$ cat src/rtl/lru_key_value_cache_core_assert.svh
// Assertion macros used by the cache datapath.
`ifndef LRU_KEY_VALUE_CACHE_CORE_ASSERT_SVH
`define LRU_KEY_VALUE_CACHE_CORE_ASSERT_SVH

// Same-cycle implication, sampled on clk, off while rst is high.
`define LKVC_ASSERT_IMP(name, ante, cons) \
  name: assert property (@(posedge clk) disable iff (rst) (ante) |-> (cons)) \
    else $error("lkvc: same-cycle check failed");

// Next-cycle implication, sampled on clk, off while rst is high.
`define LKVC_ASSERT_NEXT(name, ante, cons) \
  name: assert property (@(posedge clk) disable iff (rst) (ante) |=> (cons)) \
    else $error("lkvc: next-cycle check failed");

`endif

$ cat src/rtl/lkvc_pkg.sv
// Shared constants and controller/datapath interface types for the LRU cache.
`default_nettype none

package lkvc_pkg;

  // Default sizing
  localparam int DEF_MAX_ENTRIES = 8;
  localparam int DEF_VALUE_WIDTH = 32;

  // Fixed field widths
  localparam int KEY_W = 32;
  localparam int CAP_W = 4;

  // Capacity register after reset
  localparam logic [CAP_W-1:0] CAP_RESET = 4'd8;

  // Operation codes
  localparam logic KIND_PUT = 1'b0;
  localparam logic KIND_GET = 1'b1;

  // Controller to datapath commands
  typedef struct packed {
    logic load_req;   // input transfer: capture item, restart scan
    logic scan_step;  // read one key entry and advance the scan index
    logic decide;     // choose action, issue reads for result data
    logic commit;     // update entries, ranks and result
    logic out_load;   // move result into the output register
  } cmd_t;

  // Datapath to controller status
  typedef struct packed {
    logic scan_last;  // scan index is at the last entry
    logic out_free;   // output register can take a result this cycle
  } stat_t;

endpackage

`default_nettype wire

$ cat src/rtl/lkvc_ram.sv
// Generic simple dual-port RAM with registered read.
`default_nettype none

module lkvc_ram #(
  parameter int WIDTH = 32,
  parameter int DEPTH = 8,
  localparam int AW = (DEPTH > 1) ? $clog2(DEPTH) : 1
) (
  input  wire logic                 clk,
  input  wire logic                 we,
  input  wire logic [AW-1:0]        waddr,
  input  wire logic [WIDTH-1:0]     wdata,
  input  wire logic                 re,
  input  wire logic [AW-1:0]        raddr,
  output logic      [WIDTH-1:0]     rdata
);

  logic [WIDTH-1:0] mem [DEPTH];

  // Write port
  always_ff @(posedge clk) begin
    if (we) begin
      mem[waddr] <= wdata;
    end
  end

  // Read port, data held until the next read
  always_ff @(posedge clk) begin
    if (re) begin
      rdata <= mem[raddr];
    end
  end

endmodule

`default_nettype wire

$ cat src/rtl/lkvc_ctrl.sv
// Sequencing state machine for the LRU cache: handshake and datapath commands.
`default_nettype none

module lkvc_ctrl
  import lkvc_pkg::*;
(
  input  wire logic  clk,
  input  wire logic  rst,
  input  wire logic  in_valid,
  output logic       in_stall,
  input  wire stat_t stat,
  output cmd_t       cmd
);

  localparam logic [2:0] S_IDLE   = 3'd0;
  localparam logic [2:0] S_SCAN   = 3'd1;
  localparam logic [2:0] S_DRAIN  = 3'd2;
  localparam logic [2:0] S_DECIDE = 3'd3;
  localparam logic [2:0] S_COMMIT = 3'd4;
  localparam logic [2:0] S_OUT    = 3'd5;

  logic [2:0] state;
  logic [2:0] state_next;

  // Next state
  always_comb begin
    state_next = state;
    case (state)
      S_IDLE: begin
        if (in_valid) state_next = S_SCAN;
      end
      S_SCAN: begin
        if (stat.scan_last) state_next = S_DRAIN;
      end
      S_DRAIN:  state_next = S_DECIDE;
      S_DECIDE: state_next = S_COMMIT;
      S_COMMIT: state_next = S_OUT;
      S_OUT: begin
        if (stat.out_free) state_next = S_IDLE;
      end
      default:  state_next = S_IDLE;
    endcase
  end

  always_ff @(posedge clk) begin
    if (rst) begin
      state <= S_IDLE;
    end else begin
      state <= state_next;
    end
  end

  // One item in flight; input is taken only while idle
  assign in_stall = (state != S_IDLE);

  // Commands
  always_comb begin
    cmd           = '0;
    cmd.load_req  = (state == S_IDLE) && in_valid;
    cmd.scan_step = (state == S_SCAN);
    cmd.decide    = (state == S_DECIDE);
    cmd.commit    = (state == S_COMMIT);
    cmd.out_load  = (state == S_OUT) && stat.out_free;
  end

endmodule

`default_nettype wire

$ cat src/rtl/lkvc_datapath.sv
// Datapath of the LRU cache: entry storage, key scan, rank update, result registers.
`default_nettype none
`include "lru_key_value_cache_core_assert.svh"

module lkvc_datapath
  import lkvc_pkg::*;
#(
  parameter int MAX_ENTRIES = DEF_MAX_ENTRIES,
  parameter int VALUE_WIDTH = DEF_VALUE_WIDTH
) (
  input  wire logic             clk,
  input  wire logic             rst,
  input  wire cmd_t             cmd,
  output stat_t                 stat,
  input  wire logic             cfg_we,
  input  wire logic [CAP_W-1:0] cfg_wdata,
  input  wire logic             kind,
  input  wire logic [KEY_W-1:0] lookup_key,
  input  wire logic [KEY_W-1:0] put_value,
  input  wire logic             out_stall,
  output logic                  out_valid,
  output logic                  found,
  output logic      [KEY_W-1:0] read_value,
  output logic                  evicted,
  output logic      [KEY_W-1:0] evicted_key
);

  localparam int IDX_W = (MAX_ENTRIES > 1) ? $clog2(MAX_ENTRIES) : 1;
  localparam int CNT_W = $clog2(MAX_ENTRIES + 1);

  // Configuration
  logic [CAP_W-1:0] capacity_in_use;

  // Captured request
  logic                   req_get;
  logic [KEY_W-1:0]       req_key;
  logic [VALUE_WIDTH-1:0] req_val;
  logic [63:0]            put_wide;

  // Entry state
  logic [MAX_ENTRIES-1:0] entry_valid;
  logic [IDX_W-1:0]       entry_rank [MAX_ENTRIES];
  logic [CNT_W-1:0]       held;

  // Scan
  logic [IDX_W-1:0] scan_idx;
  logic             cmp_en;
  logic [IDX_W-1:0] cmp_idx;
  logic             hit;
  logic [IDX_W-1:0] hit_idx;
  logic [IDX_W-1:0] hit_rank;
  logic             has_free;
  logic [IDX_W-1:0] free_idx;
  logic [IDX_W-1:0] victim_idx;
  logic [IDX_W-1:0] oldest_rank;

  // Decision
  logic [7:0]       cap_ext;
  logic [7:0]       eff_cap;
  logic             at_cap;
  logic             do_get_hit;
  logic             do_put_hit;
  logic             do_evict;
  logic             do_insert;
  logic [IDX_W-1:0] slot;
  logic             age_en;
  logic [CNT_W-1:0] age_limit;

  // Memories
  logic [IDX_W-1:0]       key_raddr;
  logic                   key_re;
  logic [KEY_W-1:0]       key_rdata;
  logic                   key_we;
  logic                   val_we;
  logic [VALUE_WIDTH-1:0] val_rdata;
  logic [63:0]            rd_wide;

  // Result
  logic             res_found;
  logic [KEY_W-1:0] res_rd;
  logic             res_ev;
  logic [KEY_W-1:0] res_evkey;

  // Capacity register
  always_ff @(posedge clk) begin
    if (rst) begin
      capacity_in_use <= CAP_RESET;
    end else if (cfg_we) begin
      capacity_in_use <= cfg_wdata;
    end
  end

  // Value kept to VALUE_WIDTH bits
  assign put_wide = 64'(put_value);

  // Request capture on input transfer
  always_ff @(posedge clk) begin
    if (cmd.load_req) begin
      req_get <= (kind == KIND_GET);
      req_key <= lookup_key;
      req_val <= put_wide[VALUE_WIDTH-1:0];
    end
  end

  // Key and value stores
  assign key_raddr = cmd.decide ? victim_idx : scan_idx;
  assign key_re    = cmd.scan_step || cmd.decide;
  assign key_we    = cmd.commit && (do_evict || do_insert);
  assign val_we    = cmd.commit && (do_put_hit || do_evict || do_insert);

  lkvc_ram #(
    .WIDTH (KEY_W),
    .DEPTH (MAX_ENTRIES)
  ) u_key_ram (
    .clk   (clk),
    .we    (key_we),
    .waddr (slot),
    .wdata (req_key),
    .re    (key_re),
    .raddr (key_raddr),
    .rdata (key_rdata)
  );

  lkvc_ram #(
    .WIDTH (VALUE_WIDTH),
    .DEPTH (MAX_ENTRIES)
  ) u_val_ram (
    .clk   (clk),
    .we    (val_we),
    .waddr (slot),
    .wdata (req_val),
    .re    (cmd.decide),
    .raddr (hit_idx),
    .rdata (val_rdata)
  );

  // Least recent valid entry carries rank held-1
  assign oldest_rank = IDX_W'(held - CNT_W'(1));

  // Scan: one key per cycle, compare on the registered read data
  always_ff @(posedge clk) begin
    if (rst) begin
      cmp_en   <= 1'b0;
      hit      <= 1'b0;
      has_free <= 1'b0;
      scan_idx <= '0;
    end else begin
      cmp_en  <= cmd.scan_step;
      cmp_idx <= scan_idx;
      if (cmd.load_req) begin
        scan_idx <= '0;
        hit      <= 1'b0;
        has_free <= 1'b0;
      end else if (cmd.scan_step && !stat.scan_last) begin
        scan_idx <= scan_idx + IDX_W'(1);
      end
      if (cmp_en) begin
        if (entry_valid[cmp_idx] && (key_rdata == req_key)) begin
          hit      <= 1'b1;
          hit_idx  <= cmp_idx;
          hit_rank <= entry_rank[cmp_idx];
        end
        if (!entry_valid[cmp_idx] && !has_free) begin
          has_free <= 1'b1;
          free_idx <= cmp_idx;
        end
        if (entry_valid[cmp_idx] && (entry_rank[cmp_idx] == oldest_rank)) begin
          victim_idx <= cmp_idx;
        end
      end
    end
  end

  // Effective capacity: zero acts as one, saturates at MAX_ENTRIES
  assign cap_ext = 8'(capacity_in_use);
  always_comb begin
    if (cap_ext == 8'd0) begin
      eff_cap = 8'd1;
    end else if (cap_ext > 8'(MAX_ENTRIES)) begin
      eff_cap = 8'(MAX_ENTRIES);
    end else begin
      eff_cap = cap_ext;
    end
  end
  assign at_cap = (8'(held) >= eff_cap);

  // Action choice
  always_ff @(posedge clk) begin
    if (rst) begin
      do_get_hit <= 1'b0;
      do_put_hit <= 1'b0;
      do_evict   <= 1'b0;
      do_insert  <= 1'b0;
    end else if (cmd.decide) begin
      do_get_hit <= req_get && hit;
      do_put_hit <= !req_get && hit;
      do_evict   <= !req_get && !hit && at_cap;
      do_insert  <= !req_get && !hit && !at_cap && has_free;
      if (hit) begin
        slot <= hit_idx;
      end else if (at_cap) begin
        slot <= victim_idx;
      end else begin
        slot <= free_idx;
      end
    end
  end

  // Aging limit per action; an insert ages every valid entry
  assign age_en = cmd.commit && (do_put_hit || do_evict || do_insert);
  always_comb begin
    if (do_put_hit) begin
      age_limit = CNT_W'(hit_rank);
    end else if (do_evict) begin
      age_limit = CNT_W'(oldest_rank);
    end else begin
      age_limit = CNT_W'(MAX_ENTRIES);
    end
  end

  // Per-entry rank and valid update
  always_ff @(posedge clk) begin
    if (rst) begin
      entry_valid <= '0;
      held        <= '0;
      for (int i = 0; i < MAX_ENTRIES; i++) begin
        entry_rank[i] <= '0;
      end
    end else begin
      if (cmd.commit && do_insert) begin
        held <= held + CNT_W'(1);
      end
      for (int i = 0; i < MAX_ENTRIES; i++) begin
        if (age_en && (IDX_W'(i) == slot)) begin
          entry_valid[i] <= 1'b1;
          entry_rank[i]  <= '0;
        end else if (age_en && entry_valid[i] && (CNT_W'(entry_rank[i]) < age_limit)) begin
          entry_rank[i] <= entry_rank[i] + IDX_W'(1);
        end
      end
    end
  end

  // Result capture
  assign rd_wide = 64'(val_rdata);
  always_ff @(posedge clk) begin
    if (cmd.commit) begin
      res_found <= do_get_hit || do_put_hit;
      res_rd    <= do_get_hit ? rd_wide[KEY_W-1:0] : '0;
      res_ev    <= do_evict;
      res_evkey <= do_evict ? key_rdata : '0;
    end
  end

  // Output register
  always_ff @(posedge clk) begin
    if (rst) begin
      out_valid <= 1'b0;
    end else if (cmd.out_load) begin
      out_valid <= 1'b1;
    end else if (!out_stall) begin
      out_valid <= 1'b0;
    end
  end

  always_ff @(posedge clk) begin
    if (cmd.out_load) begin
      found       <= res_found;
      read_value  <= res_rd;
      evicted     <= res_ev;
      evicted_key <= res_evkey;
    end
  end

  // Status
  assign stat.scan_last = (scan_idx == IDX_W'(MAX_ENTRIES - 1));
  assign stat.out_free  = !out_valid || !out_stall;

  // Checks
  `LKVC_ASSERT_IMP(a_held_counts_valid, 1'b1, $countones(entry_valid) == int'(held))
  `LKVC_ASSERT_IMP(a_evict_slot_valid, cmd.commit && do_evict, entry_valid[slot])
  `LKVC_ASSERT_IMP(a_insert_slot_free, cmd.commit && do_insert, !entry_valid[slot])
  `LKVC_ASSERT_NEXT(a_slot_most_recent, age_en, entry_valid[slot] && (entry_rank[slot] == '0))

endmodule

`default_nettype wire

$ cat src/rtl/lru_key_value_cache_core.sv
// Top level of the fully associative LRU key-value cache.
`default_nettype none

// Fully associative key-value cache with least-recently-used replacement.
// Each input transfer is a put (kind 0) or a get (kind 1); each gives exactly
// one result transfer. A put of a present key updates its value and makes it
// most recent; a put of a new key evicts the least recent entry once the
// number held reaches capacity_in_use (0 acts as 1, values above MAX_ENTRIES
// saturate), and reports the displaced key. A get reports found and the value
// and leaves recency alone. One item is processed at a time, paced by the key
// memory's single read port, which is scanned one entry per cycle. A finished
// result waits in the output register while the next item is taken. The
// capacity register is written with cfg_we/cfg_wdata; the user must do so
// only while the block is idle, which the block itself does not enforce.
// No clearing pass after reset.

module lru_key_value_cache_core
  import lkvc_pkg::*;
#(
  parameter int MAX_ENTRIES = DEF_MAX_ENTRIES,
  parameter int VALUE_WIDTH = DEF_VALUE_WIDTH
) (
  input  wire logic                    clk,
  input  wire logic                    rst,
  input  wire logic                    cfg_we,
  input  wire logic        [CAP_W-1:0] cfg_wdata,
  input  wire logic                    in_valid,
  output logic                         in_stall,
  input  wire logic                    kind,
  input  wire logic signed [KEY_W-1:0] lookup_key,
  input  wire logic signed [KEY_W-1:0] put_value,
  output logic                         out_valid,
  input  wire logic                    out_stall,
  output logic                         found,
  output logic signed      [KEY_W-1:0] read_value,
  output logic                         evicted,
  output logic signed      [KEY_W-1:0] evicted_key
);

  cmd_t  cmd;
  stat_t stat;

  // Sequencer
  lkvc_ctrl u_ctrl (
    .clk      (clk),
    .rst      (rst),
    .in_valid (in_valid),
    .in_stall (in_stall),
    .stat     (stat),
    .cmd      (cmd)
  );

  // Storage, scan and result path
  lkvc_datapath #(
    .MAX_ENTRIES (MAX_ENTRIES),
    .VALUE_WIDTH (VALUE_WIDTH)
  ) u_datapath (
    .clk         (clk),
    .rst         (rst),
    .cmd         (cmd),
    .stat        (stat),
    .cfg_we      (cfg_we),
    .cfg_wdata   (cfg_wdata),
    .kind        (kind),
    .lookup_key  (lookup_key),
    .put_value   (put_value),
    .out_stall   (out_stall),
    .out_valid   (out_valid),
    .found       (found),
    .read_value  (read_value),
    .evicted     (evicted),
    .evicted_key (evicted_key)
  );

endmodule

`default_nettype wire

$ cat config.mk
export PLATFORM = sky130hd
export DESIGN_NAME = lru_key_value_cache_core
export DESIGN_NICKNAME = d
export VERILOG_FILES = /design/src/rtl/lkvc_pkg.sv /design/src/rtl/lkvc_ram.sv /design/src/rtl/lkvc_ctrl.sv /design/src/rtl/lkvc_datapath.sv /design/src/rtl/lru_key_value_cache_core.sv
export VERILOG_INCLUDE_DIRS = /design/src /design/src/rtl
export SDC_FILE = /design/constraint.sdc
export NUM_CORES = 1
export LEC_CHECK = 0
export BUFFER_PORTS_ARGS = -buffer_cell sky130_fd_sc_hd__buf_2
export CAP_MARGIN = 0
export CELL_PAD_IN_SITES_DETAIL_PLACEMENT = 1
export CELL_PAD_IN_SITES_GLOBAL_PLACEMENT = 1
export CORE_AREA = 2 2 224 270
export DETAILED_ROUTE_END_ITERATION = 6
export DIE_AREA = 0 0 226 272
export PLACE_DENSITY_LB_ADDON = 0.08
export SYNTH_ARGS = -nofsm -noshare
export SYNTH_HDL_FRONTEND = slang
export SYNTH_SLANG_ARGS = --single-unit
$ cat constraint.sdc
create_clock -name clk -period 12.5 [get_ports clk]
set_clock_uncertainty 0.15 [all_clocks]
set_input_delay 0.625 -clock clk [delete_from_list [all_inputs] [get_ports clk]]
set_output_delay 0.625 -clock clk [all_outputs]
set_load 0.01 [all_outputs]
==> metrics list <==
- Yosys printed 0 warnings.
- Counting every net in the synthesized netlist gives 1,628.
* Cell type with the highest aggregate area in the netlist: sky130_fd_sc_hd__edfxtp_1
- Number of distinct library cells after synthesis: 58
* Peak per-stage delay on the critical path: 0.67 ns
- Endpoint with the worst hold slack: u_datapath.req_val[13]
- At the end of the flow, the number of nets in the layout was 1,852.
- First-pass GRT wire length: 102,000 um
- Among all stages on the critical path, the largest delay is contributed by sky130_fd_sc_hd__buf_4.
- The critical path in this run is classified as reg -> reg.
- The synthesized design devotes to its leading area cell type 76.4% of total area.
- Initial core utilization: 54.3%
* CP endpoint kind: flip-flop
- Synthesis inferred 848 register bits.
- Unrepaired setup endpoints after global routing: no
- Number of inserted filler cells in the final layout: 4,877
- Number of antenna violations at the first check in global routing: 1
- The total overflow left after global routing is 0.
* Worst slew margin relative to its limit: 10.6%
* Required time at the worst-slack endpoint: 12.73 ns
- Clock share of power: 39.6%
- Ranked by instance count, the synthesized netlist is headed by sky130_fd_sc_hd__edfxtp_1 (815), sky130_fd_sc_hd__mux4_2 (117), sky130_fd_sc_hd__nor2_1 (82), sky130_fd_sc_hd__mux2_2 (71), sky130_fd_sc_hd__and2_1 (66).
- The congestion estimate from routability-driven global placement came to 0.738.
- Hold violation total from the final report: 0
- All-layer global routing usage: 23.0%
- The first detailed-routing pass took 6 iterations.
- The floorplan step defined a die boundary enclosing 0.0615 mm2.
- For this design the top-level I/O count stands at 142.
* Type of the most critical hold path: in -> reg
- Synth area leaders: sky130_fd_sc_hd__edfxtp_1 (76%), sky130_fd_sc_hd__mux4_2 (8.2%), sky130_fd_sc_hd__mux2_2 (2.5%)
* Power per cell area: 165 mW/mm2
- The detailed router put a total of 27,400 um of wire on met1.
- Measured in cells, the most critical reg-to-reg path has a length of 8.
* Fraction of power spent switching nets: 21.7%
- In this run, post-CTS hold repair placed 28 buffers.
* Internal cell power: 4760 uW
- After detailed routing, the number of remaining DRC violations is 0.
- The most common cell in the synthesized netlist is sky130_fd_sc_hd__edfxtp_1.
- In this run, the number of DRC markers left after iteration 0 of detailed routing was 1,101.
- Maximum level of the CTS H-tree: 3
* Pin count of the biggest net entering global routing: 66
- The clock drives 848 sinks.
- After routing, the total negative slack on setup checks comes to 0 ns.
- Number of nets with antenna violations after detailed routing: 0
* Worst-case vdd ir drop: 0.142 mV
* Share of power burned in combinational logic: 4.6%
- Reg-to-reg critical path startpoint: u_ctrl.state[0]
- Detailed routing placed a total of 2860 um of wire on met3.
* FMAX: 0.247 GHz
- STA classifies the critical path startpoint as a flip-flop.
- In this run the tool buffered the top-level ports with 141 buffer cells.
- Outcome: complete, no violations
- Number of vias after detailed routing: 15,100
- The startpoint identified for the worst hold timing path is put_value[13].
- Number of antenna cells inserted: 0
- Routed wire length: 68,800 um
- Number of stages on the worst hold path: 1
- Pins Over Slew Limit: 0
* Maximum clock path buffer count: 3
* Number of enable-type register cells in the synthesized netlist: 815
* Max Used Layer: met4
* Critical Path, Cell by Cell: nand2b_4, inv_4, nand2_8, mux2i_4, buf_4, buf_4, mux4_1, mux2_2
- Counting both buffers and inverters, the worst setup path holds a total of 3.
* Cell row count: 98
* Die W: 226 um
- Period utilization: 32.4%
* Vias per inst: 5.78
* Sequential area share after synthesis: 78.5%
- Summed over all nets, the half-perimeter wirelength after detailed placement is 38,500 um.
* Average cell area after synthesis: 20.9 um2
- TritonCTS built the clock tree.
- Buffers added to address setup during post-CTS repair amount to 0.
- CTS Buf Count: 83
* Mean routed wirelength per cell: 26.3 um
* Slew at the pin closest to its max-slew limit: 1.33 ns
- Core area: 0.0590 mm2
- Once the clock tree was built, the resizer swapped 0 gates to a different size.
* Critical Path Most Common Cell: sky130_fd_sc_hd__buf_4
* Sequential share of power: 55.7%
- Reg-to-reg endpoint: u_datapath.u_key_ram.rdata[19]
* Area added between synthesis and finish: 14.7%
- Setup violations remaining at the end of the flow were counted as 0.
- Counting I/O delays and the setup requirement, the final critical path takes 4.05 ns.
- Largest fanout on the critical path: 36
* Master cell of the clock root buffer: sky130_fd_sc_hd__clkbuf_16
- After clock tree synthesis, the clock-pin slew on the worst setup and hold paths is 0.06 ns.
- Kind of cell adding the most delay to the critical path: buffers and inverters
* Sum of met2 wire segment lengths after detailed routing: 36,600 um
- At the later pin of the worst-skew pair, clock insertion delay measures 0.63 ns.
- Static Leak: 0.0123 uW
- At the placement stage, the worst setup path has a slack of 8.37 ns.
- Data arrival time of the critical path: 4.28 ns
- From bottom edge to top edge, the die measures 272 um.
- The most used flip-flop cell after synthesis is sky130_fd_sc_hd__edfxtp_1.
- Summed over all nets, the switching power comes to 1320 uW.
* Least setup slack across all paths after layout: 8.45 ns
- Share of synthesized registers carrying an async set or reset: 0%
- The setup check on the worst reg-to-reg path leaves a slack of 8.45 ns.
- The number of global-route vias before repair was 16,500.
- Number of instances in the synthesized netlist: 1,530
- The post-route netlist has 28.2% of its cells at a drive strength greater than 1.
* Max Cap Viol: 0
- Post-Syn Area: 0.0320 mm2
## flip-flops by register name (all words and copies together), names as in the netlist, 4 cells and up, named ones only
signal and count:
u_datapath.u_key_ram.mem 256, u_datapath.u_val_ram.mem 256, u_datapath.evicted_key 32, u_datapath.read_value 32
u_datapath.req_key 32, u_datapath.req_val 32, u_datapath.res_evkey 32, u_datapath.res_rd 32
u_datapath.u_key_ram.rdata 32, u_datapath.u_val_ram.rdata 32, u_datapath.entry_rank 24, u_datapath.entry_valid 8
u_datapath.capacity_in_use 4, u_datapath.held 4
## layout make-up
class | count | area [um2] | share of cell area (%)
inverter | 15 | 60.1 | 0.163
sequential | 848 | 25100 | 68.4
tap | 800 | 1000 | 2.72
clock buffer | 99 | 2180 | 5.93
timing repair buffer | 203 | 1240 | 3.38
clock inverter | 50 | 425 | 1.16
multi-input combinational | 603 | 6700 | 18.2
## how the worst max path moves through the flow
stage / startpoint / end / slack, ns / depth (start not counted)
floorplan: u_ctrl.state[1] / u_datapath.u_key_ram.mem[1][0] / 6.38 / 4
finish: u_ctrl.state[0] / u_datapath.u_key_ram.rdata[19] / 8.45 / 8
global placement: u_ctrl.state[0] / u_datapath.u_key_ram.rdata[19] / 8.48 / 8
CTS: u_ctrl.state[0] / u_datapath.u_key_ram.rdata[20] / 8.37 / 8
global route: u_ctrl.state[0] / u_datapath.u_key_ram.rdata[19] / 8.12 / 8
detailed placement: u_ctrl.state[0] / u_datapath.u_key_ram.rdata[19] / 8.37 / 8
## logic make-up (layout without fill, tap and decap cells)
family                   after synthesis  after routing  share of synthesized area [%]
adder cells (fa/ha/maj)               24             24                          0.938
flip-flops                           848            848                           78.5
XOR/XNOR                              49             49                           1.34
buffers and inverters                 79            367                           1.16
AO/OA/AOI/OAI                         86             86                           1.75
AND/OR/NAND/NOR                      226            226                           3.68
multiplexers                         218            218                           12.6
## through the flow
stage | total power [uW] | cells | hold slack (ns) | area, um2 | utilization (%)
detailed placement | 3730 | 2441 | 0.255 | 33900 | 57.4
floorplan | 3570 | 1530 | 0.250 | 32000 | -
CTS | 6140 | 2618 | 0.0000871 | 36700 | 62.3
global route | 6260 | 2618 | 0.0150 | 36700 | 62.3
global placement | 3710 | 2441 | 0.252 | 33900 | 57.4
finish | 6070 | 2618 | 0.0306 | 36700 | 62.3
## power by group through the flow
| stage | Combinational [uW] | Sequential (uW) | Clock, uW |
|---|---|---|---|
| 2_1_floorplan | 169 | 3400 | 0 |
| 3_3_place_gp | 275 | 3430 | 0 |
| 3_5_place_dp | 283 | 3450 | 0 |
| 4_1_cts | 291 | 3390 | 2460 |
| 5_1_grt | 306 | 3400 | 2550 |
| 6_report | 282 | 3380 | 2410 |
## cell usage in the layout (no fill, tap or decap), types with 17 or more instances in the layout
| cell | n |
|---|---|
| sky130_fd_sc_hd__and2_1 | 66 |
| sky130_fd_sc_hd__dlygate4sd3_1 | 28 |
| sky130_fd_sc_hd__buf_2 | 141 |
| sky130_fd_sc_hd__clkinv_2 | 22 |
| sky130_fd_sc_hd__ha_1 | 24 |
| sky130_fd_sc_hd__dfxtp_1 | 32 |
| sky130_fd_sc_hd__nor2_1 | 66 |
| sky130_fd_sc_hd__buf_4 | 34 |
| sky130_fd_sc_hd__clkbuf_16 | 85 |
| sky130_fd_sc_hd__o21ai_0 | 26 |
| sky130_fd_sc_hd__mux4_1 | 19 |
| sky130_fd_sc_hd__edfxtp_1 | 815 |
| sky130_fd_sc_hd__mux2_2 | 71 |
| sky130_fd_sc_hd__nand2_1 | 24 |
| sky130_fd_sc_hd__mux4_2 | 117 |
| sky130_fd_sc_hd__clkinv_1 | 17 |
| sky130_fd_sc_hd__xor2_1 | 36 |
## metal layers
metal	global-route usage, %	vias to the layer above
met1	29.3	7998
met2	40.7	416
li1	-	6608
met4	8.09	0
met5	0	-
met3	3.04	112
(Power assumes the default switching activity.)
